[config.mk]
export PLATFORM = sky130hd
export DESIGN_NAME = aem_apb_regs
export DESIGN_NICKNAME = d
export VERILOG_FILES = /design/src/hw/rtl/audio_echo_mixer_defines.svh /design/src/hw/rtl/aem_pkg.sv /design/src/hw/rtl/aem_apb_regs.sv
export SDC_FILE = /design/constraint.sdc
export NUM_CORES = 1
export LEC_CHECK = 0
export ABC_AREA = 0
export ABC_CLOCK_PERIOD_IN_PS = 900
export BUFFER_PORTS_ARGS = -buffer_cell sky130_fd_sc_hd__buf_4
export CAP_MARGIN = 20
export CORE_MARGIN = 5
export CORE_UTILIZATION = 38
export CTS_CLUSTER_SIZE = 30
export DETAILED_ROUTE_END_ITERATION = 10
export PLACE_DENSITY_LB_ADDON = 0.25
export SETUP_SLACK_MARGIN = 0.05
export SLEW_MARGIN = 15
export SYNTH_ARGS = -nofsm -noshare
export SYNTH_HDL_FRONTEND = slang
export SYNTH_SLANG_ARGS = --single-unit
[constraint.sdc]
create_clock -name clk -period 0.9 [get_ports clk]
set_input_delay 0.045 -clock clk [delete_from_list [all_inputs] [get_ports clk]]
set_output_delay 0.045 -clock clk [all_outputs]
set_load 0.03 [all_outputs]
[src/hw/rtl/audio_echo_mixer_defines.svh]
// Assertion macros shared by the echo mixer RTL.
// Each use expects clk and rst in scope; no other dependencies.
`ifndef AUDIO_ECHO_MIXER_DEFINES_SVH
`define AUDIO_ECHO_MIXER_DEFINES_SVH

// Same-cycle implication, disabled during reset.
`define AEM_ASSERT_IMPLY(label, ante, cons, msg) \
  label: assert property (@(posedge clk) disable iff (rst) (ante) |-> (cons)) \
    else $error(msg);

// Next-cycle implication, disabled during reset.
`define AEM_ASSERT_NEXT(label, ante, cons, msg) \
  label: assert property (@(posedge clk) disable iff (rst) (ante) |=> (cons)) \
    else $error(msg);

`endif

[src/hw/rtl/aem_pkg.sv]
// Shared constants, types and helpers for the echo mixer.
// No dependencies; used by aem_if, aem_apb_regs, aem_serial_div and the top level.
package aem_pkg;

  // Ring depth; must be a power of two (pointer math wraps by truncation).
  localparam int MAX_DELAY = 8192;
  localparam int PTR_W     = $clog2(MAX_DELAY);
  localparam int CNT_W     = $clog2(MAX_DELAY + 1);

  localparam int SAMPLE_W  = 16;
  localparam int DELAY_W   = 14;
  localparam int DIV_W     = 15;
  localparam int STEP_W    = $clog2(SAMPLE_W);

  localparam int APB_DW    = 32;
  localparam int APB_AW    = 3;

  localparam logic [DELAY_W-1:0] DELAY_RESET   = DELAY_W'(8000);
  localparam logic [DIV_W-1:0]   DIVISOR_RESET = DIV_W'(4);

  // Register indexes
  localparam logic REG_DELAY   = 1'b0;
  localparam logic REG_DIVISOR = 1'b1;

  // Command codes
  localparam logic CMD_SAMPLE = 1'b0;
  localparam logic CMD_FLUSH  = 1'b1;

  typedef struct packed {
    logic [DELAY_W-1:0] delay_samples;
    logic [DIV_W-1:0]   volume_divisor;
  } aem_cfg_t;

  typedef struct packed {
    logic busy;
    logic done;
  } aem_div_stat_t;

  // Delay clamped to 1..MAX_DELAY.
  function automatic logic [CNT_W-1:0] eff_delay(input logic [DELAY_W-1:0] d);
    logic [31:0] dw;
    dw = 32'(d);
    if (dw == 32'd0) dw = 32'd1;
    if (dw > 32'(MAX_DELAY)) dw = 32'(MAX_DELAY);
    return CNT_W'(dw);
  endfunction

  // Zero divisor behaves as one.
  function automatic logic [DIV_W-1:0] eff_divisor(input logic [DIV_W-1:0] v);
    return (v == '0) ? DIV_W'(1) : v;
  endfunction

endpackage

[src/hw/rtl/aem_apb_regs.sv]
// APB-style configuration registers: echo delay and volume divisor.
// Depends on aem_pkg.
module aem_apb_regs (
  input  logic                          clk,
  input  logic                          rst,
  input  logic                          psel,
  input  logic                          penable,
  input  logic                          pwrite,
  input  logic [aem_pkg::APB_AW-1:0]    paddr,
  input  logic [aem_pkg::APB_DW-1:0]    pwdata,
  output logic [aem_pkg::APB_DW-1:0]    prdata,
  output logic                          pready,
  output aem_pkg::aem_cfg_t             cfg
);

  logic [aem_pkg::DELAY_W-1:0] delay_samples;
  logic [aem_pkg::DIV_W-1:0]   volume_divisor;
  logic                        wr_en;

  assign pready = 1'b1;
  assign wr_en  = psel && penable && pwrite && pready;

  always_ff @(posedge clk) begin
    if (rst) begin
      delay_samples  <= aem_pkg::DELAY_RESET;
      volume_divisor <= aem_pkg::DIVISOR_RESET;
    end else if (wr_en) begin
      case (paddr[2])
        aem_pkg::REG_DELAY:   delay_samples  <= pwdata[aem_pkg::DELAY_W-1:0];
        aem_pkg::REG_DIVISOR: volume_divisor <= pwdata[aem_pkg::DIV_W-1:0];
        default: ;
      endcase
    end
  end

  always_comb begin
    case (paddr[2])
      aem_pkg::REG_DELAY:   prdata = aem_pkg::APB_DW'(delay_samples);
      aem_pkg::REG_DIVISOR: prdata = aem_pkg::APB_DW'(volume_divisor);
      default:              prdata = '0;
    endcase
  end

  assign cfg.delay_samples  = delay_samples;
  assign cfg.volume_divisor = volume_divisor;

endmodule

Word level (Yosys, flattened, before mapping)
Index checks and enable logic that the tools add are counted.
Widths: inputs -> output; s select.
Word-level totals
  register bits: 29
  input port bits: 40
  output and inout bits: 62
  word-level logic and storage cells: 8
Operators by class
  multiplexer cells: 1
  bitwise gates (word level): 1
  reduce and logical (&&, ||, !) cells: 4
Operator list (number)
  $pmux 32 s2: 1
  $reduce_and 2->1: 2
  $logic_and 1x1->1: 2
  $not 1->1: 1

Logic depth before layout (Yosys ltp)
  word-level depth: 3
  depth in mapped cells: 5
  gate-level depth less buffers: 2

Least setup slack after synthesis
No wires, ideal clock.
  kind: in2reg
  start point: input port paddr[2] (netlist bit)
  end point: register delay_samples[0] (netlist bit)
  setup time: 0.072 ns
  arrival time: 0.821 ns
  data required time: 0.828 ns
  slack: 0.007 ns
  cell stages on the path: 5
  buffers on the path: 3
  path through: buf_6 -> and4b_1 -> buf_6 -> buf_6 -> mux2i_1
On the way
  cells in the longest elaborated chain, start to end: 2
Ends and longest elaborated chain
  from (decl): RTL line aem_apb_regs.sv:9  | input logic [aem_pkg::APB_AW-1:0] paddr,
  $not 1->1 (no source line)
  $reduce_and 2->1 (no source line)
  to (signal assigned): RTL line aem_apb_regs.sv:25  | delay_samples <= aem_pkg::DELAY_RESET;
  to (signal assigned): RTL line aem_apb_regs.sv:29  | aem_pkg::REG_DELAY: delay_samples <= pwdata[aem_pkg::DELAY_W-1:0];
  to (decl): RTL line aem_apb_regs.sv:16  | logic [aem_pkg::DELAY_W-1:0] delay_samples;
Every way passes these cells.
A chain may end at the register's enable or synchronous reset.

Final worst setup path
  start point: register delay_samples[2] (netlist bit)
  end point: output port prdata[2] (netlist bit)
On the way
  cells in the longest elaborated chain, start to end: 1
Ends and longest elaborated chain
  $pmux 32 s2: RTL line aem_apb_regs.sv:37  | case (paddr[2])
  to (decl): RTL line aem_apb_regs.sv:11  | output logic [aem_pkg::APB_DW-1:0] prdata,
Every way passes these cells. The select of a mux whose other input is x is not followed.

==> impl_metrics.env <==
export IMPL_run_status="finished with violations"
export IMPL_netSwitchingPower_mw=0.884
export IMPL_vdd_drop_max_uv=622
export IMPL_finalSetupViolCount=19
export IMPL_min_period_over_period_pct=117
export IMPL_cts_root_buf="clkbuf_8"
export IMPL_use_met2_pct=25.3
export IMPL_fin_skew_ns=0
export IMPL_antenna_found_initial=0
export IMPL_dpl_hpwl_um=2720
export IMPL_wl_per_cell_um=13.7
export IMPL_drt_pass1_iter_count=4
export IMPL_cts_hold_buf=0
export IMPL_holdWs_ns=0.0380
export IMPL_ys_seq_area_share_pct=37.2
export IMPL_timing_final_ws_setup_ns=-0.154
export IMPL_p_int_mw=2.24
export IMPL_violations="setup timing"
export IMPL_netlist_area_um2=1560
export IMPL_h_tree_depth=2
export IMPL_p_per_area_nw_per_um2=1120
export IMPL_rows=23
export IMPL_die_area_um2=5490
export IMPL_r2r_slack_ns=0.01
export IMPL_die_h_um=74.1
export IMPL_dp_cells=271
export IMPL_antenna_cells=0
export IMPL_holdCritPathClass="in -> reg"
export IMPL_cts_sinks=29
export IMPL_pre_cts_ws_ns=-0.0300
export IMPL_syn_avg_cell_area_um2=9.87
export IMPL_crit_start="delay_samples[2]$_SDFFE_PP0P_"
export IMPL_rsz0062_at_grt="yes"
export IMPL_wirelength_um=4310
export IMPL_synth_most_common_cell="nand2b_1"
export IMPL_cp_max_fo=2
export IMPL_grt_usage_pct=15.6
export IMPL_worstRegToRegCells=5
export IMPL_seqPwrFrac_pct=42.9
export IMPL_cts_reportedPaths_clkPinSlew_ns=0.06
export IMPL_swShare_pct=28.3
export IMPL_r2r_end="delay_samples[6]$_SDFFE_PP1P_"
export IMPL_required_ns=0.85
export IMPL_r2r_start="delay_samples[6]$_SDFFE_PP1P_"
export IMPL_ant_nets=0
export IMPL_synth_cell_type_count=15
export IMPL_crit_path_end="prdata[2]"
export IMPL_core_area_um2=4000
export IMPL_grt_pass1_wl_um=6630
export IMPL_synth_area_leader_cell="dfxtp_1"
export IMPL_yosys_register_bits=29
export IMPL_globalRouteMet1Util_pct=19.5
export IMPL_synth_commonest_cells="37 x nand2b_1, 29 x dfxtp_1, 29 x mux2i_1"
export IMPL_ys_warn_count=0
export IMPL_async_flop_share_pct=0
export IMPL_initial_utilization_pct=39.0
export IMPL_gr_max_usage_layer="met2"
export IMPL_cts_tree="done"
export IMPL_cap_violations=0
export IMPL_power_leakage_nw=1.31
export IMPL_synth_ff_type="dfxtp_1"
export IMPL_startpoint_type="flop"
export IMPL_final_hold_violation_count=0
export IMPL_via_per_inst=4.31
export IMPL_clock_fmax_mhz=948
export IMPL_gp_congestion=0.685
export IMPL_period_needed_ns=1.05
export IMPL_port_buffers=64
export IMPL_gr_usage_met3_pct=6.76
export IMPL_drtIter0Drc=82
export IMPL_areaGrowthSynthToFinish_pct=79.0
export IMPL_via_count=1359
export IMPL_p_clk_share_pct=32.4
export IMPL_stdcell_area_um2=2790
export IMPL_placed_cell_area_um2=2120
export IMPL_grt_overflow_total=0
export IMPL_grt_max_degree=31
export IMPL_ctsLongestPathBuffers=2
export IMPL_final_core_util_pct=69.8
export IMPL_fin_cells=315
export IMPL_drc_errors=0
export IMPL_nets=304
export IMPL_endpoint_kind="primary output"
export IMPL_synthCells=158
export IMPL_crit_arrival_ns=1.01
export IMPL_clk_latency_ns=0.27
export IMPL_grt_pass1_vias=1373
export IMPL_cts_made_buffers=5
export IMPL_layout_drive_gt1_share_pct=60.8
export IMPL_synth_edf_count=0
export IMPL_worstSetupPathType="reg -> out"
export IMPL_drv_slew=0
export IMPL_die_x_um=74.1
export IMPL_ios=102
export IMPL_share_comb_of_total_power_pct=24.8
export IMPL_synth_top_cell_area_share_pct=37.2
export IMPL_synth_area_leaders="dfxtp_1 37%, mux2i_1 19%, nand2b_1 15%"
-- registers in the layout, indices dropped and copies added, names as in the netlist --
register,count
delay_samples,14
volume_divisor,15
-- cell families (layout without fill, tap and decap cells) --
family / after synthesis / in the layout / synth area share [%]
flops: 29 / 29 / 37.2
buf+inv: 28 / 119 / 12.8
other cells: 2 / 18 / 0.481
mux: 43 / 43 / 28.7
simple gates: 56 / 56 / 20.8
-- power groups by stage --
stage	logic (mW)	registers (mW)	clock network, mW
after floorplan	0.414	1.42	0
after global placement	0.635	1.36	0
after detailed placement	0.637	1.36	0
after CTS	0.743	1.34	1.03
after global routing	0.821	1.34	1.10
final	0.774	1.34	1.01
-- final cells by class --
class	count	area (um2)
well taps	50	62.6
clock buffers	8	80.1
fillers	306	1210
multi-input cells	117	895
flip-flops and latches	29	617
repair buffers	111	1140
-- placed cells by master, fill, tap and decap left out --
cell	n
nor2_4	1
conb_1	18
and4b_1	1
and2_4	1
nand2b_1	37
buf_4	39
clkbuf_1	3
mux2i_1	29
nand4b_1	1
dfxtp_2	29
nor2_1	13
and4_1	1
mux2_4	12
buf_12	4
mux2_2	2
buf_6	68
nand4_1	1
clkbuf_8	5
-- metrics by stage --
step,power [mW],TNS (ns)
floorplan,1.83,0
global placement,2.00,-0.0195
detailed placement,2.00,-0.150
CTS,3.11,-2.22
global route,3.26,-3.05
finish,3.12,-2.31
-- worst max-delay path, stage by stage, from the launching register on --
cell and delay [ns]:
dfxtp_2 0.33, mux2_4 0.27, buf_6 0.14
-- routing by layer --
metal  part of all wire, %  routed length, um  vias to the layer above
met1                    41               1780                      614
li1                      -                  -                      694
met3                   8.5                366                        2
met5                     0                  0                        -
met4                  0.16                  7                        0
met2                    50               2150                       49
-- how the worst min path moves through the flow --
stage	startpoint	endpoint	slack, ns	depth (start not counted)
final	pwdata[11]	delay_samples[11]$_SDFFE_PP1P_	0.04	3
after global routing	pwdata[9]	volume_divisor[9]$_SDFFE_PP0P_	0.04	3
after CTS	pwdata[12]	delay_samples[12]$_SDFFE_PP1P_	0.03	3
after detailed placement	pwdata[10]	delay_samples[10]$_SDFFE_PP1P_	0.32	3
after global placement	pwdata[11]	delay_samples[11]$_SDFFE_PP1P_	0.32	3
after floorplan	pwdata[10]	volume_divisor[10]$_SDFFE_PP0P_	0.20	2
-- timing repair --
action                     in CTS  in global routing
gates resized for setup        91                 22
pin swaps                       0                  1
setup endpoints to repair      37                 43
setup buffers                  28                 15
(Power assumes the default switching activity.)
