`src/hw/rtl/audio_echo_mixer_defines.svh`:
```
// Assertion macros shared by the echo mixer RTL.
// Each use expects clk and rst in scope; no other dependencies.
`ifndef AUDIO_ECHO_MIXER_DEFINES_SVH
`define AUDIO_ECHO_MIXER_DEFINES_SVH

// Same-cycle implication, disabled during reset.
`define AEM_ASSERT_IMPLY(label, ante, cons, msg) \
  label: assert property (@(posedge clk) disable iff (rst) (ante) |-> (cons)) \
    else $error(msg);

// Next-cycle implication, disabled during reset.
`define AEM_ASSERT_NEXT(label, ante, cons, msg) \
  label: assert property (@(posedge clk) disable iff (rst) (ante) |=> (cons)) \
    else $error(msg);

`endif

```
`src/hw/rtl/aem_pkg.sv`:
```
// Shared constants, types and helpers for the echo mixer.
// No dependencies; used by aem_if, aem_apb_regs, aem_serial_div and the top level.
package aem_pkg;

  // Ring depth; must be a power of two (pointer math wraps by truncation).
  localparam int MAX_DELAY = 8192;
  localparam int PTR_W     = $clog2(MAX_DELAY);
  localparam int CNT_W     = $clog2(MAX_DELAY + 1);

  localparam int SAMPLE_W  = 16;
  localparam int DELAY_W   = 14;
  localparam int DIV_W     = 15;
  localparam int STEP_W    = $clog2(SAMPLE_W);

  localparam int APB_DW    = 32;
  localparam int APB_AW    = 3;

  localparam logic [DELAY_W-1:0] DELAY_RESET   = DELAY_W'(8000);
  localparam logic [DIV_W-1:0]   DIVISOR_RESET = DIV_W'(4);

  // Register indexes
  localparam logic REG_DELAY   = 1'b0;
  localparam logic REG_DIVISOR = 1'b1;

  // Command codes
  localparam logic CMD_SAMPLE = 1'b0;
  localparam logic CMD_FLUSH  = 1'b1;

  typedef struct packed {
    logic [DELAY_W-1:0] delay_samples;
    logic [DIV_W-1:0]   volume_divisor;
  } aem_cfg_t;

  typedef struct packed {
    logic busy;
    logic done;
  } aem_div_stat_t;

  // Delay clamped to 1..MAX_DELAY.
  function automatic logic [CNT_W-1:0] eff_delay(input logic [DELAY_W-1:0] d);
    logic [31:0] dw;
    dw = 32'(d);
    if (dw == 32'd0) dw = 32'd1;
    if (dw > 32'(MAX_DELAY)) dw = 32'(MAX_DELAY);
    return CNT_W'(dw);
  endfunction

  // Zero divisor behaves as one.
  function automatic logic [DIV_W-1:0] eff_divisor(input logic [DIV_W-1:0] v);
    return (v == '0) ? DIV_W'(1) : v;
  endfunction

endpackage

```
`src/hw/rtl/aem_serial_div.sv`:
```
// Bit-serial restoring divider: signed sample / positive divisor, truncating.
// One quotient bit per cycle. Depends on aem_pkg.
module aem_serial_div (
  input  logic                                 clk,
  input  logic                                 rst,
  input  logic                                 start,
  input  logic signed [aem_pkg::SAMPLE_W-1:0]  dividend,
  input  logic [aem_pkg::DIV_W-1:0]            divisor,
  output logic signed [aem_pkg::SAMPLE_W-1:0]  quotient,
  output aem_pkg::aem_div_stat_t               stat
);

  logic                            busy;
  logic                            done;
  logic [aem_pkg::STEP_W-1:0]      step;
  logic                            neg;
  logic [aem_pkg::SAMPLE_W-1:0]    mag;    // dividend shifts out, quotient in
  logic [aem_pkg::DIV_W-1:0]       rem;
  logic [aem_pkg::DIV_W-1:0]       dvsr;

  logic [aem_pkg::DIV_W:0]         trial;
  logic                            ge;
  logic [aem_pkg::DIV_W:0]         diff;

  assign trial = {rem, mag[aem_pkg::SAMPLE_W-1]};
  assign ge    = trial >= {1'b0, dvsr};
  assign diff  = trial - {1'b0, dvsr};

  always_ff @(posedge clk) begin
    if (rst) begin
      busy <= 1'b0;
      done <= 1'b0;
      step <= '0;
    end else begin
      done <= 1'b0;
      if (start) begin
        busy <= 1'b1;
        step <= '0;
      end else if (busy) begin
        step <= step + 1'b1;
        if (step == aem_pkg::STEP_W'(aem_pkg::SAMPLE_W - 1)) begin
          busy <= 1'b0;
          done <= 1'b1;
        end
      end
    end
  end

  always_ff @(posedge clk) begin
    if (start) begin
      neg  <= dividend[aem_pkg::SAMPLE_W-1];
      mag  <= dividend[aem_pkg::SAMPLE_W-1] ? (-dividend) : dividend;
      rem  <= '0;
      dvsr <= aem_pkg::eff_divisor(divisor);
    end else if (busy) begin
      mag <= {mag[aem_pkg::SAMPLE_W-2:0], ge};
      rem <= ge ? diff[aem_pkg::DIV_W-1:0] : trial[aem_pkg::DIV_W-1:0];
    end
  end

  assign quotient  = neg ? (-mag) : mag;
  assign stat.busy = busy;
  assign stat.done = done;

endmodule

```
`config.mk`:
```
export PLATFORM = sky130hd
export DESIGN_NAME = aem_serial_div
export DESIGN_NICKNAME = d
export VERILOG_FILES = /design/src/hw/rtl/audio_echo_mixer_defines.svh /design/src/hw/rtl/aem_pkg.sv /design/src/hw/rtl/aem_serial_div.sv
export SDC_FILE = /design/constraint.sdc
export NUM_CORES = 1
export LEC_CHECK = 0
export ABC_AREA = 0
export BUFFER_PORTS_ARGS = -buffer_cell sky130_fd_sc_hd__buf_2
export CAP_MARGIN = 0
export CORE_ASPECT_RATIO = 1.2
export CORE_MARGIN = 5
export CORE_UTILIZATION = 40
export CTS_CLUSTER_SIZE = 10
export DETAILED_ROUTE_END_ITERATION = 16
export GPL_ROUTABILITY_DRIVEN = 1
export PLACE_DENSITY = 0.64
export SLEW_MARGIN = 20
export SYNTH_ARGS = -nofsm -noshare
export SYNTH_HDL_FRONTEND = slang
export SYNTH_SLANG_ARGS = --single-unit
```
`constraint.sdc`:
```
create_clock -name clk -period 2.4 [get_ports clk]
set_input_delay 0.36 -clock clk [delete_from_list [all_inputs] [get_ports clk]]
set_output_delay 0.36 -clock clk [all_outputs]
set_load 0.02 [all_outputs]
```
After elaboration in Yosys (flattened, before gate mapping)
Index checks and enable logic that the tools add are counted.
{"block": "totals", "in_bits": 34, "regBits": 53, "out_inout_bits": 18}
{"block": "classes", "magnitude_cmp": 1, "n_bitwise": 1, "muxes": 9, "n_reduce_logical": 4, "n_eq_ne": 1, "add_sub_neg": 4}
{"op": "two-way mux 16 bit", "n": 4}
{"op": "negation 16 bit", "n": 2}
{"op": "greater-or-equal comparator 16 x 15 -> 1 bit", "n": 1}
{"op": "logical NOT 15 bit", "n": 1}
{"op": "two-way mux 15 bit", "n": 1}
{"op": "subtractor 15 bit", "n": 1}
{"op": "adder 4 x 1 -> 4 bit, second input constant", "n": 1}
{"op": "equality test 4 bit, second input constant", "n": 1}
{"op": "two-way mux 1 bit", "n": 4}
{"op": "OR reduction 3 bit", "n": 1}
{"op": "nonzero test 2 bit", "n": 1}
{"op": "OR reduction 2 bit", "n": 1}
{"op": "NOT 1 bit", "n": 1}

Longest topological paths before layout
Gate-level depths: netlist of run 1.
{"block": "depth", "word_depth": 4, "mapped_depth": 11, "ltp_nobuf": 10}

Worst setup path after synthesis of run 1
Ideal clock, no wire load.
{"block": "synth_path", "path_type": "reg-to-reg", "startpoint": "reg mag[15] (netlist bit)", "endpoint": "reg mag[0] (netlist bit) (data pin)", "arrival_time_ps": 2098, "setup_slack_ps": 35, "path_stages_with_launch": 12, "period_less_slack_ps": 2365, "setup_time_ps": 267, "required_ps": 2133, "cell_sequence": "edfxtp_1 -> inv_1 -> ha_1 -> fa_1 -> nand2b_1 -> a21oi_1 -> o31ai_1 -> nor4b_2 -> o21ai_4 -> buf_6 -> nor2_1 -> a21oi_1"}
{"block": "synth_via", "elab_chain_cells": 3}
{"element": "from (decl)", "line_no": "aem_serial_div.sv:17", "source": "logic [aem_pkg::SAMPLE_W-1:0] mag;"}
{"element": "from (signal assigned)", "line_no": "aem_serial_div.sv:52", "source": "mag <= dividend[aem_pkg::SAMPLE_W-1] ? (-dividend) : dividend;"}
{"element": "from (signal assigned)", "line_no": "aem_serial_div.sv:56", "source": "mag <= {mag[aem_pkg::SAMPLE_W-2:0], ge};"}
{"element": "greater-or-equal comparator 16 x 15 -> 1 bit", "line_no": "aem_serial_div.sv:26", "source": "assign ge = trial >= {1'b0, dvsr};"}
{"element": "two-way mux 16 bit", "line_no": "aem_serial_div.sv:55", "source": "end else if (busy) begin"}
{"element": "two-way mux 16 bit", "line_no": "aem_serial_div.sv:50", "source": "if (start) begin"}
No other way between the ends. The select of a mux whose other input is x is not followed.
A chain may end at the register's enable or synchronous reset.

Final worst setup path of run 1
{"block": "layout_path", "startpoint": "reg mag[15] (netlist bit)", "endpoint": "reg rem[14] (netlist bit)"}
{"block": "layout_via", "elab_chain_cells": 2, "elab_cells_between_ends": 3}
{"element": "subtractor 15 bit or greater-or-equal comparator 16 x 15 -> 1 bit (tied branches)", "line_no": "aem_serial_div.sv:27, aem_serial_div.sv:26"}
{"element": "two-way mux 15 bit (*)", "line_no": "aem_serial_div.sv:57", "source": "rem <= ge ? diff[aem_pkg::DIV_W-1:0] : trial[aem_pkg::DIV_W-1:0];"}
{"element": "to (signal assigned)", "line_no": "aem_serial_div.sv:57"}
{"element": "to (decl)", "line_no": "aem_serial_div.sv:18", "source": "logic [aem_pkg::DIV_W-1:0] rem;"}
Every way passes the cells marked *; elsewhere a longest branch is shown, timed or not.

==> parameters.txt, run 1 <==
Parameter                              Value

Die
  Total die area    0.0108 mm^2
  Core Box Area    0.00861 mm^2
  Initial core utilization    41.1%
  Count of standard-cell rows    37
  Die Ht    113 um
  Overall die width    95.9 um
  Number of top-level pins    52

Timing
  Hold violation count in the final report    0
  Count of pins over their slew limit    0
  Slew of the pin with the lowest slew margin    0.653 ns
  Worst path setup slack after routing    -0.0108 ns
  Portion of the clock cycle consumed by the worst path in the final layout    100%
  Clock period minus worst slack    2.41 ns
  Slew headroom    56.4%
  Count of endpoints failing setup in the final report    2
  Achievable clock frequency    0.415 GHz
  Unrepaired setup endpoints after global routing    true
  Layout Skew    0.00705 ns

Detailed routing
  Router iterations before antenna repair    4
  Violation count after the first detailed-route iteration    137
  Total via count in the routed design    2,941
  Final wirelength    8010 um
  DRC    0
  Mean number of vias per cell    5.11
  Antenna-violating nets left    0
  Routed wire length per instance    13.9 um

Setup path
  Class of the most critical setup path    flip-flop to flip-flop
  Arrival time worst endpoint    2.61 ns
  Critical path launch point type    flip-flop
  Largest fanout on the critical path    2
  Register-to-register setup slack    -0.01 ns
  CP startpoint    mag[15]
  Type of element capturing the critical path    flip-flop
  Critical register-to-register path startpoint    mag[15]
  Req. time, crit path    2.60 ns
  Destination of the worst register-to-register timing path    rem[14]
  Capturing instance or port of the critical path    rem[14]
  Count of cells along the worst register-to-register path    12

CTS
  Clock tree from TritonCTS    yes
  Number of buffers created by CTS    5
  Clk sinks    53
  Maximum clock insertion buffer count    2
  Clock input transition at the sequential cells of the worst setup and hold paths    0.10 ns
  Clock root cell    sky130_fd_sc_hd__clkbuf_8
  Count of H-tree levels built during CTS    2
  Clock latency on the worst-skew pair    0.31 ns

Synthesis
  Total of flip-flops plus latches after synthesis    53
  Fraction of synthesis flops using an asynchronous set or reset pin    0%
  Biggest area contributors in the synthesized netlist    sky130_fd_sc_hd__edfxtp_1, sky130_fd_sc_hd__dfxtp_1, sky130_fd_sc_hd__ha_1
  Number of enable-type register cells in the synthesized netlist    32
  Instance count of the mapped netlist    399
  Nets in the synthesized netlist    452
  Top cell type's share of synthesized area    27.2%
  Count of warnings emitted by yosys    0
  Area of the mapped netlist    0.00354 mm^2
  Area leader, netlist    sky130_fd_sc_hd__edfxtp_1
  Avg Cell Area, Syn    8.87 um^2
  Most used flip-flop cell after synthesis    sky130_fd_sc_hd__edfxtp_1
  Number of distinct library cell variants in the gate-level netlist after synthesis    54
  Most frequent cell after synthesis    sky130_fd_sc_hd__nor2_1
  Leading cell types by count after synthesis    sky130_fd_sc_hd__nor2_1, sky130_fd_sc_hd__nand2_1, sky130_fd_sc_hd__edfxtp_1
  Fraction of the yosys area taken by sequential cells    39.0%

Worst hold path
  Min-Delay Path Class    input port to flip-flop

Pwr
  Peak supply drop    0.268 mV
  Total power    0.00236 W
  Cell leakage power    1.80 nW
  Power density relative to cell area    550 mW/mm^2

GRT
  Global-route total usage across every layer    15.3%
  Antenna violations before repair    0
  Wire length of the first global-routing pass    13,400 um
  Number of global-route vias before repair    2,869
  Pin count of the biggest net entering global routing    48
  Final global-route overflow total    0

Placed design
  Placed wire-length estimate after detailed placement    6120 um
  Number of cells in the design after placement    560
  Placer congestion estimate    0.880
  Port Buf Inserts    51
  Cell area after placement    0.00398 mm^2

Finish
  Area used by multi-input combinational logic    0.00207 mm^2
  Final standard cell count with taps included and fillers excluded    576
  Post-synthesis to final-layout area growth    21.4%
  Fraction of final layout cells with drive strength greater than 1    26.4%
  Nets    511
  Total of fill cells in the finished design    832
  Sequential cell area    0.00138 mm^2
  Diode insertion count for antenna repair    0
  Final design area excluding fillers    0.00429 mm^2

Status
  Result of the run    complete, but fails checks
  Failing checks    negative setup slack

Flow run
  Max-cap check violation count    0
## power breakdown
group          total (W)  switching (W)  internal [W]
clock           0.000524       0.000316      0.000208
sequential       0.00112      0.0000726       0.00105
combinational   0.000720       0.000392      0.000327
total            0.00236       0.000781       0.00158
## kinds of logic (layout without fill, tap and decap cells)
family | count (synthesis) | count (layout) | share of synthesized area (%)
simple gates | 129 | 129 | 17.7
compound gates | 98 | 98 | 18.5
buf+inv | 55 | 115 | 6.51
flops | 53 | 53 | 39.0
xor+xnor | 39 | 39 | 9.65
fa+ha+maj | 19 | 19 | 6.93
mux | 6 | 6 | 1.70
## placed cells by master, fill, tap and decap left out, drive strengths merged, types with 9 or more instances in the layout
cell type,count
a21oi,29
edfxtp,32
o31ai,9
dfxtp,21
o21ai,19
xnor2,22
xor2,17
ha,18
nor2,39
buf,83
nand2,37
nand2b,9
inv,25
## per-stage QoR
stage               setup slack [ns]  utilization (%)  hold slack [ns]  TNS [ns]
finish                       -0.0108             49.9            0.201   -0.0142
global route                  -0.159             49.9            0.206     -1.50
CTS                         -0.00615             48.0            0.195  -0.00615
detailed placement            -0.167             46.2            0.464     -1.30
global placement              -0.110             46.2            0.453    -0.726
floorplan                     0.0351                -            0.432         0
## area by class of cell
cell class | instances | share of cell area [%]
clock buffer | 5 | 1.60
multi-input combinational | 291 | 48.2
clock inverter | 3 | 0.495
inverter | 24 | 2.10
timing repair buffer | 83 | 12.0
tap | 117 | 3.41
sequential | 53 | 32.2
## how the worst min path moves through the flow
stage / to / cells past startpoint / start / slack (ns)
finish: busy / 2 / rst / 0.20
global route: busy / 2 / rst / 0.21
CTS: busy / 2 / rst / 0.20
detailed placement: done / 2 / step[3] / 0.46
global placement: done / 2 / step[3] / 0.45
floorplan: busy / 1 / rst / 0.43
## critical path: stages, from the launching register on
cell	delay [ns]
sky130_fd_sc_hd__edfxtp_1	0.41
sky130_fd_sc_hd__inv_1	0.08
sky130_fd_sc_hd__ha_2	0.18
sky130_fd_sc_hd__fa_2	0.20
sky130_fd_sc_hd__nand2b_4	0.14
sky130_fd_sc_hd__buf_4	0.12
sky130_fd_sc_hd__nand2_2	0.05
sky130_fd_sc_hd__a221o_1	0.39
sky130_fd_sc_hd__a211oi_2	0.25
sky130_fd_sc_hd__buf_4	0.15
sky130_fd_sc_hd__a21oi_2	0.05
sky130_fd_sc_hd__xnor2_1	0.18
sky130_fd_sc_hd__o211ai_1	0.09
## repair_timing
action / in CTS / in global routing
pin swaps: 6 / 14
endpoints found under the setup margin: 18 / 22
hold buffers: 0 / 0
buffers inserted: 1 / 7
gates resized for setup: 13 / 23
## state kept, by name, indices dropped and copies added (netlist names)
register / cells
busy: 1
done: 1
dvsr: 15
mag: 16
neg: 1
rem: 15
step: 4
## layer usage
metal / wire length [um] / vias to the layer above / track usage, % / share of wire (%)
li1: - / 1532 / - / -
met1: 3720 / 1324 / 21.3 / 46
met2: 3730 / 73 / 24.4 / 47
met3: 418 / 12 / 2.13 / 5.2
met4: 142 / 0 / 4.46 / 1.8
met5: 0 / - / 0 / 0
No activity file was read; power rests on OpenSTA's default activity.
==> run 2, diff against run 1 <==
--- a/config.mk
+++ b/config.mk
@@ -15,7 +15,7 @@
 export DETAILED_ROUTE_END_ITERATION = 16
 export GPL_ROUTABILITY_DRIVEN = 1
 export PLACE_DENSITY = 0.64
-export SLEW_MARGIN = 20
+export RECOVER_POWER = 50
 export SYNTH_ARGS = -nofsm -noshare
 export SYNTH_HDL_FRONTEND = slang
 export SYNTH_SLANG_ARGS = --single-unit
==> run 2 against run 1 <==
Against the previous run:
- the run still ends with negative setup slack left
- clock power about the same
- power down 0.15%
- cell area down 0.32%
- die area unchanged
- first-iteration DRC count unchanged
- via count up 0.31%
- flip-flop and latch count unchanged
- register-to-register slack about the same
- combinational power about the same
- core utilization down 0.16 points
- sequential power about the same
==> parameters.txt, run 2 (synthesis gave the netlist of run 1 again) <==
Parameter                              Value

GRT
  Met1 capacity usage during global routing    21.3%
  Antenna violations before repair    0
  Wire length of the first global-routing pass    13,400 um
  Number of global-route vias before repair    2,869
  Pin count of the biggest net entering global routing    48
  Global Route met2 Usage    24.4%
  Global-route total usage across every layer    15.3%
  GR Util met3    2.13%
  Final global-route overflow total    0
  GR peak layer    met2

Finish
  Diode insertion count for antenna repair    0
  Final standard cell count with taps included and fillers excluded    576
  Fraction of final layout cells with drive strength greater than 1    24.0%
  Final design area excluding fillers    0.00428 mm^2
  Area used by multi-input combinational logic    0.00207 mm^2
  Top flop regs    mag x16, dvsr x15, rem x15
  Total of fill cells in the finished design    839
  Commonest cells after routing, fill and taps aside    sky130_fd_sc_hd__nor2_1, sky130_fd_sc_hd__buf_2, sky130_fd_sc_hd__nand2_1
  Number of flip-flops in the largest register    16
  Most common library cell in the layout ignoring fill and taps    sky130_fd_sc_hd__nor2_1
  Nets    511
  Final Util    49.7%
  Top register by number of flip-flops    mag
  Post-synthesis to final-layout area growth    21.0%
  Sequential cell area    0.00138 mm^2

Setup path
  Largest fanout on the critical path    2
  Most repeated library cell on the critical path    sky130_fd_sc_hd__buf_4
  Class of the most critical setup path    flip-flop to flip-flop
  Arrival time worst endpoint    2.62 ns
  Critical path launch point type    flip-flop
  Register-to-register setup slack    -0.01 ns
  Cell with the largest stage delay on the worst path    sky130_fd_sc_hd__edfxtp_1
  Ordered list of cells on the worst path    inv_1 > ha_2 > fa_2 > nand2b_4 > buf_4 > nand2_2 > a221o_1 > a211oi_2 > buf_4 > a21oi_2 > xnor2_1 > o211ai_1
  Req. time, crit path    2.60 ns
  Type of element capturing the critical path    flip-flop
  Largest stage delay, worst path    0.41 ns

Detailed routing
  Routed wire length per instance    13.9 um
  Final wirelength    8020 um
  DRC    0
  Total via count in the routed design    2,950
  Router iterations before antenna repair    4
  Mean number of vias per cell    5.12
  Antenna-violating nets left    0
  Violation count after the first detailed-route iteration    137

Die
  Count of standard-cell rows    37
  Overall die width    95.9 um
  Initial core utilization    41.1%
  Core Box Area    0.00861 mm^2
  Total die area    0.0108 mm^2
  Die Ht    113 um
  Number of top-level pins    52

Timing
  Portion of the clock cycle consumed by the worst path in the final layout    101%
  Hold violation count in the final report    0
  Slew headroom    55.3%
  Layout Skew    0.00629 ns
  Clock period minus worst slack    2.41 ns
  Slew of the pin with the lowest slew margin    0.670 ns
  Worst path setup slack after routing    -0.0149 ns
  Achievable clock frequency    0.414 GHz
  Tightest hold margin    0.202 ns
  Unrepaired setup endpoints after global routing    true
  Count of endpoints failing setup in the final report    2
  Count of pins over their slew limit    0

CTS
  Count of H-tree levels built during CTS    2
  Clock root cell    sky130_fd_sc_hd__clkbuf_8
  Hold Buf Count CTS    0
  Clock latency on the worst-skew pair    0.31 ns
  Clock input transition at the sequential cells of the worst setup and hold paths    0.10 ns
  Maximum clock insertion buffer count    2
  Number of buffers created by CTS    5
  Clock tree from TritonCTS    yes
  Clk sinks    53

Placed design
  Cell area after placement    0.00398 mm^2
  Port Buf Inserts    51
  Placer congestion estimate    0.880
  Placed wire-length estimate after detailed placement    6120 um
  Number of cells in the design after placement    560

Worst hold path
  Min-Delay Path Class    input port to flip-flop

Flow run
  Max-cap check violation count    0

Pwr
  Peak supply drop    0.268 mV
  Cell leakage power    1.76 nW
  Power density relative to cell area    551 mW/mm^2

Status
  Result of the run    complete, but fails checks
  Failing checks    negative setup slack
## run 2: changes by cell type in the layout (fill, tap and decap cells not counted), sizes merged
cell	previous run	this run
buf	83	72
clkbuf	5	16
## run 2: routing by layer
metal / part of all wire (%) / up-vias
met2: 47 / 78
met1: 46 / 1327
li1: - / 1533
met3: 5.8 / 12
met4: 1.8 / 0
met5: 0 / -
## run 2: worst paths after layout
| kind | to | cells past startpoint | start |
|---|---|---|---|
| setup / recovery | rem[14] | 12 | mag[15] |
| setup reg to reg | rem[14] | 12 | mag[15] |
| hold / removal | busy | 2 | rst |
| hold reg to reg | done | 2 | step[3] |
## run 2: worst max-delay path: cells and delay by family (launching register included)
family          cells  cell delay, ns
compound gates      4            0.78
xor+xnor            1            0.19
fa+ha+maj           2            0.38
simple gates        2            0.19
flops               1            0.41
buf+inv             3            0.36
## run 2: report_power, final
part           total, W  switching [W]  internal [W]
logic          0.000717       0.000392      0.000325
clock network  0.000522       0.000315      0.000208
registers       0.00112      0.0000729       0.00105
## run 2: timing repair
action,4_1_cts,5_1_grt
gates cloned,0,0
setup buffers,1,7
gates resized for setup,13,23
endpoints found under the setup margin,18,22
pin swaps,6,14
## run 2: per-stage QoR
step	total power (W)	setup WS [ns]	TNS, ns
2_1_floorplan	0.00157	0.0351	0
3_3_place_gp	0.00177	-0.110	-0.726
3_5_place_dp	0.00178	-0.167	-1.30
4_1_cts	0.00232	-0.00615	-0.00615
5_1_grt	0.00250	-0.159	-1.50
6_report	0.00236	-0.0149	-0.0206
## run 2: final cells by class
cell class,instances,share of cell area (%)
multi-input combinational,291,48.4
sequential,53,32.3
timing repair buffer,83,11.7
tap,117,3.42
inverter,24,2.10
clock buffer,5,1.61
clock inverter,3,0.497
==> run 3, diff against run 2 <==
--- a/config.mk
+++ b/config.mk
@@ -5,7 +5,7 @@
 export SDC_FILE = /design/constraint.sdc
 export NUM_CORES = 1
 export LEC_CHECK = 0
-export ABC_AREA = 0
+export ABC_AREA = 1
 export BUFFER_PORTS_ARGS = -buffer_cell sky130_fd_sc_hd__buf_2
 export CAP_MARGIN = 0
 export CORE_ASPECT_RATIO = 1.2
@@ -14,7 +14,8 @@
 export CTS_CLUSTER_SIZE = 10
 export DETAILED_ROUTE_END_ITERATION = 16
 export GPL_ROUTABILITY_DRIVEN = 1
-export PLACE_DENSITY = 0.64
+export HOLD_SLACK_MARGIN = 0.1
+export PLACE_DENSITY = 0.63
 export RECOVER_POWER = 50
 export SYNTH_ARGS = -nofsm -noshare
 export SYNTH_HDL_FRONTEND = slang
==> run 3 against run 2 <==
Against the previous run:
- the flow now finishes without violations
- sequential share of layout area down 1.6 points
- critical path depth down 2
- routed wire length up 19%
- via count up 22%
- clock-buffer cell count up 2
- register-to-register slack better by 0.23 ns
- maximum frequency up 4.1%
- worst setup slack better by 0.095 ns
- core utilization down 2.6 points
- global-route usage up 1.1 points
- worst hold slack better by 0.029 ns
- clock skew down 0.0014 ns
- largest cell class unchanged
- highest routed layer unchanged
==> parameters.txt, run 3 <==
Parameter                              Value

Setup path
  Critical path launch point type    flip-flop
  Arrival time worst endpoint    1.96 ns
  Class of the most critical setup path    flip-flop to output port
  Register-to-register setup slack    0.22 ns
  Critical register-to-register path startpoint    mag[15]
  Count of cells along the worst register-to-register path    13
  Destination of the worst register-to-register timing path    rem[1]
  Req. time, crit path    2.04 ns
  Largest fanout on the critical path    3
  Type of element capturing the critical path    output port

Synthesis
  Simple-gate portion of the synthesized area    34.3%
  Instance count of the mapped netlist    567
  Most frequent cell after synthesis    sky130_fd_sc_hd__nand2_1
  Parity-gate share of the synthesized area counting xor and xnor cells    5.33%
  Fraction of the mapped netlist area in compound gates    6.02%
  Nets in the synthesized netlist    620
  Total of flip-flops plus latches after synthesis    53
  Post-synthesis share of cell area spent on full adders, half adders and majority gates    6.21%
  Leading cell types by count after synthesis    sky130_fd_sc_hd__nand2_1, sky130_fd_sc_hd__inv_1, sky130_fd_sc_hd__nand3_1
  Fraction of synthesis flops using an asynchronous set or reset pin    0%
  Largest family of logic cells by synthesized area    simple AND/OR/NAND/NOR gates
  Biggest area contributors in the synthesized netlist    sky130_fd_sc_hd__edfxtp_1, sky130_fd_sc_hd__nand2_1, sky130_fd_sc_hd__dfxtp_1
  Top cell type's share of synthesized area    24.4%
  Number of distinct library cell variants in the gate-level netlist after synthesis    38
  Number of enable-type register cells in the synthesized netlist    32
  Post-synthesis mux area share    0%
  Area leader, netlist    sky130_fd_sc_hd__edfxtp_1
  Area of the mapped netlist    0.00395 mm^2
  Count of warnings emitted by yosys    0
  Most used flip-flop cell after synthesis    sky130_fd_sc_hd__edfxtp_1
  Fraction of the yosys area taken by sequential cells    35.0%
  Avg Cell Area, Syn    6.96 um^2

GRT
  Pin count of the biggest net entering global routing    25
  Antenna violations before repair    0
  Final global-route overflow total    0
  Global-route total usage across every layer    16.4%
  Number of global-route vias before repair    3,642
  Wire length of the first global-routing pass    16,200 um

Timing
  Slew of the pin with the lowest slew margin    1.06 ns
  Slew headroom    28.7%
  Achievable clock frequency    0.431 GHz
  Hold violation count in the final report    0
  Portion of the clock cycle consumed by the worst path in the final layout    96.7%
  Count of pins over their slew limit    0
  Layout Skew    0.00490 ns
  Clock period minus worst slack    2.32 ns
  Count of endpoints failing setup in the final report    0
  Unrepaired setup endpoints after global routing    true

Pwr
  Share of total power in the clock network    34.2%
  Internal Dissipation    0.00175 W
  Sw Ratio    28.8%
  Relative contribution of combinational cells to total power    21.9%
  Peak supply drop    0.398 mV
  Share of total power in sequential cells    43.8%
  Switching power summed over all nets    0.000708 W
  Power density relative to cell area    546 mW/mm^2
  Cell leakage power    2.32 nW

CTS
  Clock latency on the worst-skew pair    0.29 ns
  Clock input transition at the sequential cells of the worst setup and hold paths    0.07 ns
  Clock root cell    sky130_fd_sc_hd__clkbuf_16
  Number of buffers created by CTS    5
  Clk sinks    53
  Count of H-tree levels built during CTS    2
  Clock tree from TritonCTS    yes
  Maximum clock insertion buffer count    2

Placed design
  Placed wire-length estimate after detailed placement    7660 um
  Port Buf Inserts    51
  Cell area after placement    0.00424 mm^2
  Placer congestion estimate    0.877

Die
  Count of standard-cell rows    39
  Initial core utilization    41.3%
  Total die area    0.0120 mm^2
  Number of top-level pins    52
  Die Ht    119 um
  Overall die width    101 um
  Core Box Area    0.00956 mm^2

Flow run
  Max-cap check violation count    0

Detailed routing
  Violation count after the first detailed-route iteration    151
  DRC    0
  Antenna-violating nets left    0
  Router iterations before antenna repair    4
  Total via count in the routed design    3,611
  Final wirelength    9530 um
  Routed wire length per instance    13.0 um
  Mean number of vias per cell    4.93

Finish
  Fraction of final layout cells with drive strength greater than 1    12.6%
  Number of flip-flops in the largest register    16
  Top register by number of flip-flops    mag
  Post-synthesis to final-layout area growth    14.1%
  Final Util    47.1%
  Diode insertion count for antenna repair    0
  Top flop regs    mag x16, dvsr x15, rem x15
  Nets    661
  Commonest cells after routing, fill and taps aside    sky130_fd_sc_hd__nand2_1, sky130_fd_sc_hd__inv_1, sky130_fd_sc_hd__nand3_1
  Total of fill cells in the finished design    992
  Final design area excluding fillers    0.00450 mm^2
  Most common library cell in the layout ignoring fill and taps    sky130_fd_sc_hd__nand2_1

Status
  Result of the run    finished clean

Worst hold path
  Hold_sp    rst
  Min-Delay Path Class    input port to flip-flop
  WHS Endpoint    busy
  Worst hold path stage count    2
## run 3: cell count changes after synthesis, moves of 8 or more
cell and delta:
sky130_fd_sc_hd__nand2b_1 -9, sky130_fd_sc_hd__nand2_1 +131, sky130_fd_sc_hd__o31ai_1 -8, sky130_fd_sc_hd__a311oi_1 -8
sky130_fd_sc_hd__inv_1 +71, sky130_fd_sc_hd__xnor2_1 -16, sky130_fd_sc_hd__o21ai_1 -8, sky130_fd_sc_hd__o21ai_0 +9
sky130_fd_sc_hd__nand3_1 +53, sky130_fd_sc_hd__a21oi_1 -15
## run 3: metrics by stage
stage	power, W	TNS, ns	hold WS [ns]	setup WS [ns]	cells
after global placement	0.00160	0	0.462	0.183	718
final	0.00246	0	0.231	0.0803	732
after detailed placement	0.00160	0	0.466	0.172	718
after floorplan	0.00144	0	0.429	0.453	567
after CTS	0.00245	0	0.227	0.00213	726
after global routing	0.00258	-0.106	0.239	-0.0387	732
## run 3: worst max path at each step
| stage | from | endpoint | cells past startpoint |
|---|---|---|---|
| after detailed placement | mag[2] | quotient[15] | 8 |
| after global placement | mag[2] | quotient[15] | 8 |
| after floorplan | mag[0] | quotient[14] | 8 |
| after CTS | mag[2] | quotient[15] | 8 |
| final | mag[1] | quotient[13] | 10 |
| after global routing | mag[1] | quotient[13] | 10 |
## run 3: critical path, cell delays in order, from the launching register on
cell and delay [ns]:
sky130_fd_sc_hd__edfxtp_1 0.42, sky130_fd_sc_hd__buf_4 0.17, sky130_fd_sc_hd__nor3_4 0.19, sky130_fd_sc_hd__nand4_1 0.19, sky130_fd_sc_hd__nor2_2 0.18, sky130_fd_sc_hd__nand2_1 0.06, sky130_fd_sc_hd__nand2_1 0.10, sky130_fd_sc_hd__o21ai_0 0.10
sky130_fd_sc_hd__nand2_1 0.07, sky130_fd_sc_hd__nand2_1 0.04, sky130_fd_sc_hd__buf_2 0.15
## run 3: layer usage
| metal | vias to the layer above | global-route usage [%] | wire length, um | part of all wire (%) |
|---|---|---|---|---|
| li1 | 1879 | - | - | - |
| met1 | 1641 | 18.5 | 3910 | 41 |
| met2 | 73 | 30.4 | 4980 | 52 |
| met3 | 18 | 2.59 | 390 | 4.1 |
| met4 | 0 | 5.90 | 244 | 2.6 |
| met5 | - | 0 | 0 | 0 |
## run 3: final cells by class
type	count	area [um^2]	area share [%]
tap	123	154	3.42
inverter	96	360	8.00
timing repair buffer	63	338	7.50
clock inverter	1	30.0	0.667
sequential	53	1380	30.7
clock buffer	7	143	3.17
multi-input combinational	389	2100	46.6
## run 3: cell families after synthesis
kind of cell / Yosys count
buffers and inverters: 125
adders and majority gates: 19
xor gates and xnor gates: 24
DFF: 53
and+or+nand+nor: 304
AOI/OAI and AO/OA: 42
## run 3: power groups by stage
stage,logic [W],registers (W),clock network [W]
floorplan,0.000357,0.00108,0
global route,0.000604,0.00109,0.000891
detailed placement,0.000507,0.00110,0
finish,0.000539,0.00108,0.000841
global placement,0.000504,0.00109,0
CTS,0.000513,0.00108,0.000855
## run 3: repair_timing
action | CTS | global route
setup endpoints to repair | 6 | 6
setup buffers | 0 | 6
cloned | 0 | 0
pin swaps | 2 | 5
hold buffers | 0 | 0
gates resized for setup | 3 | 14
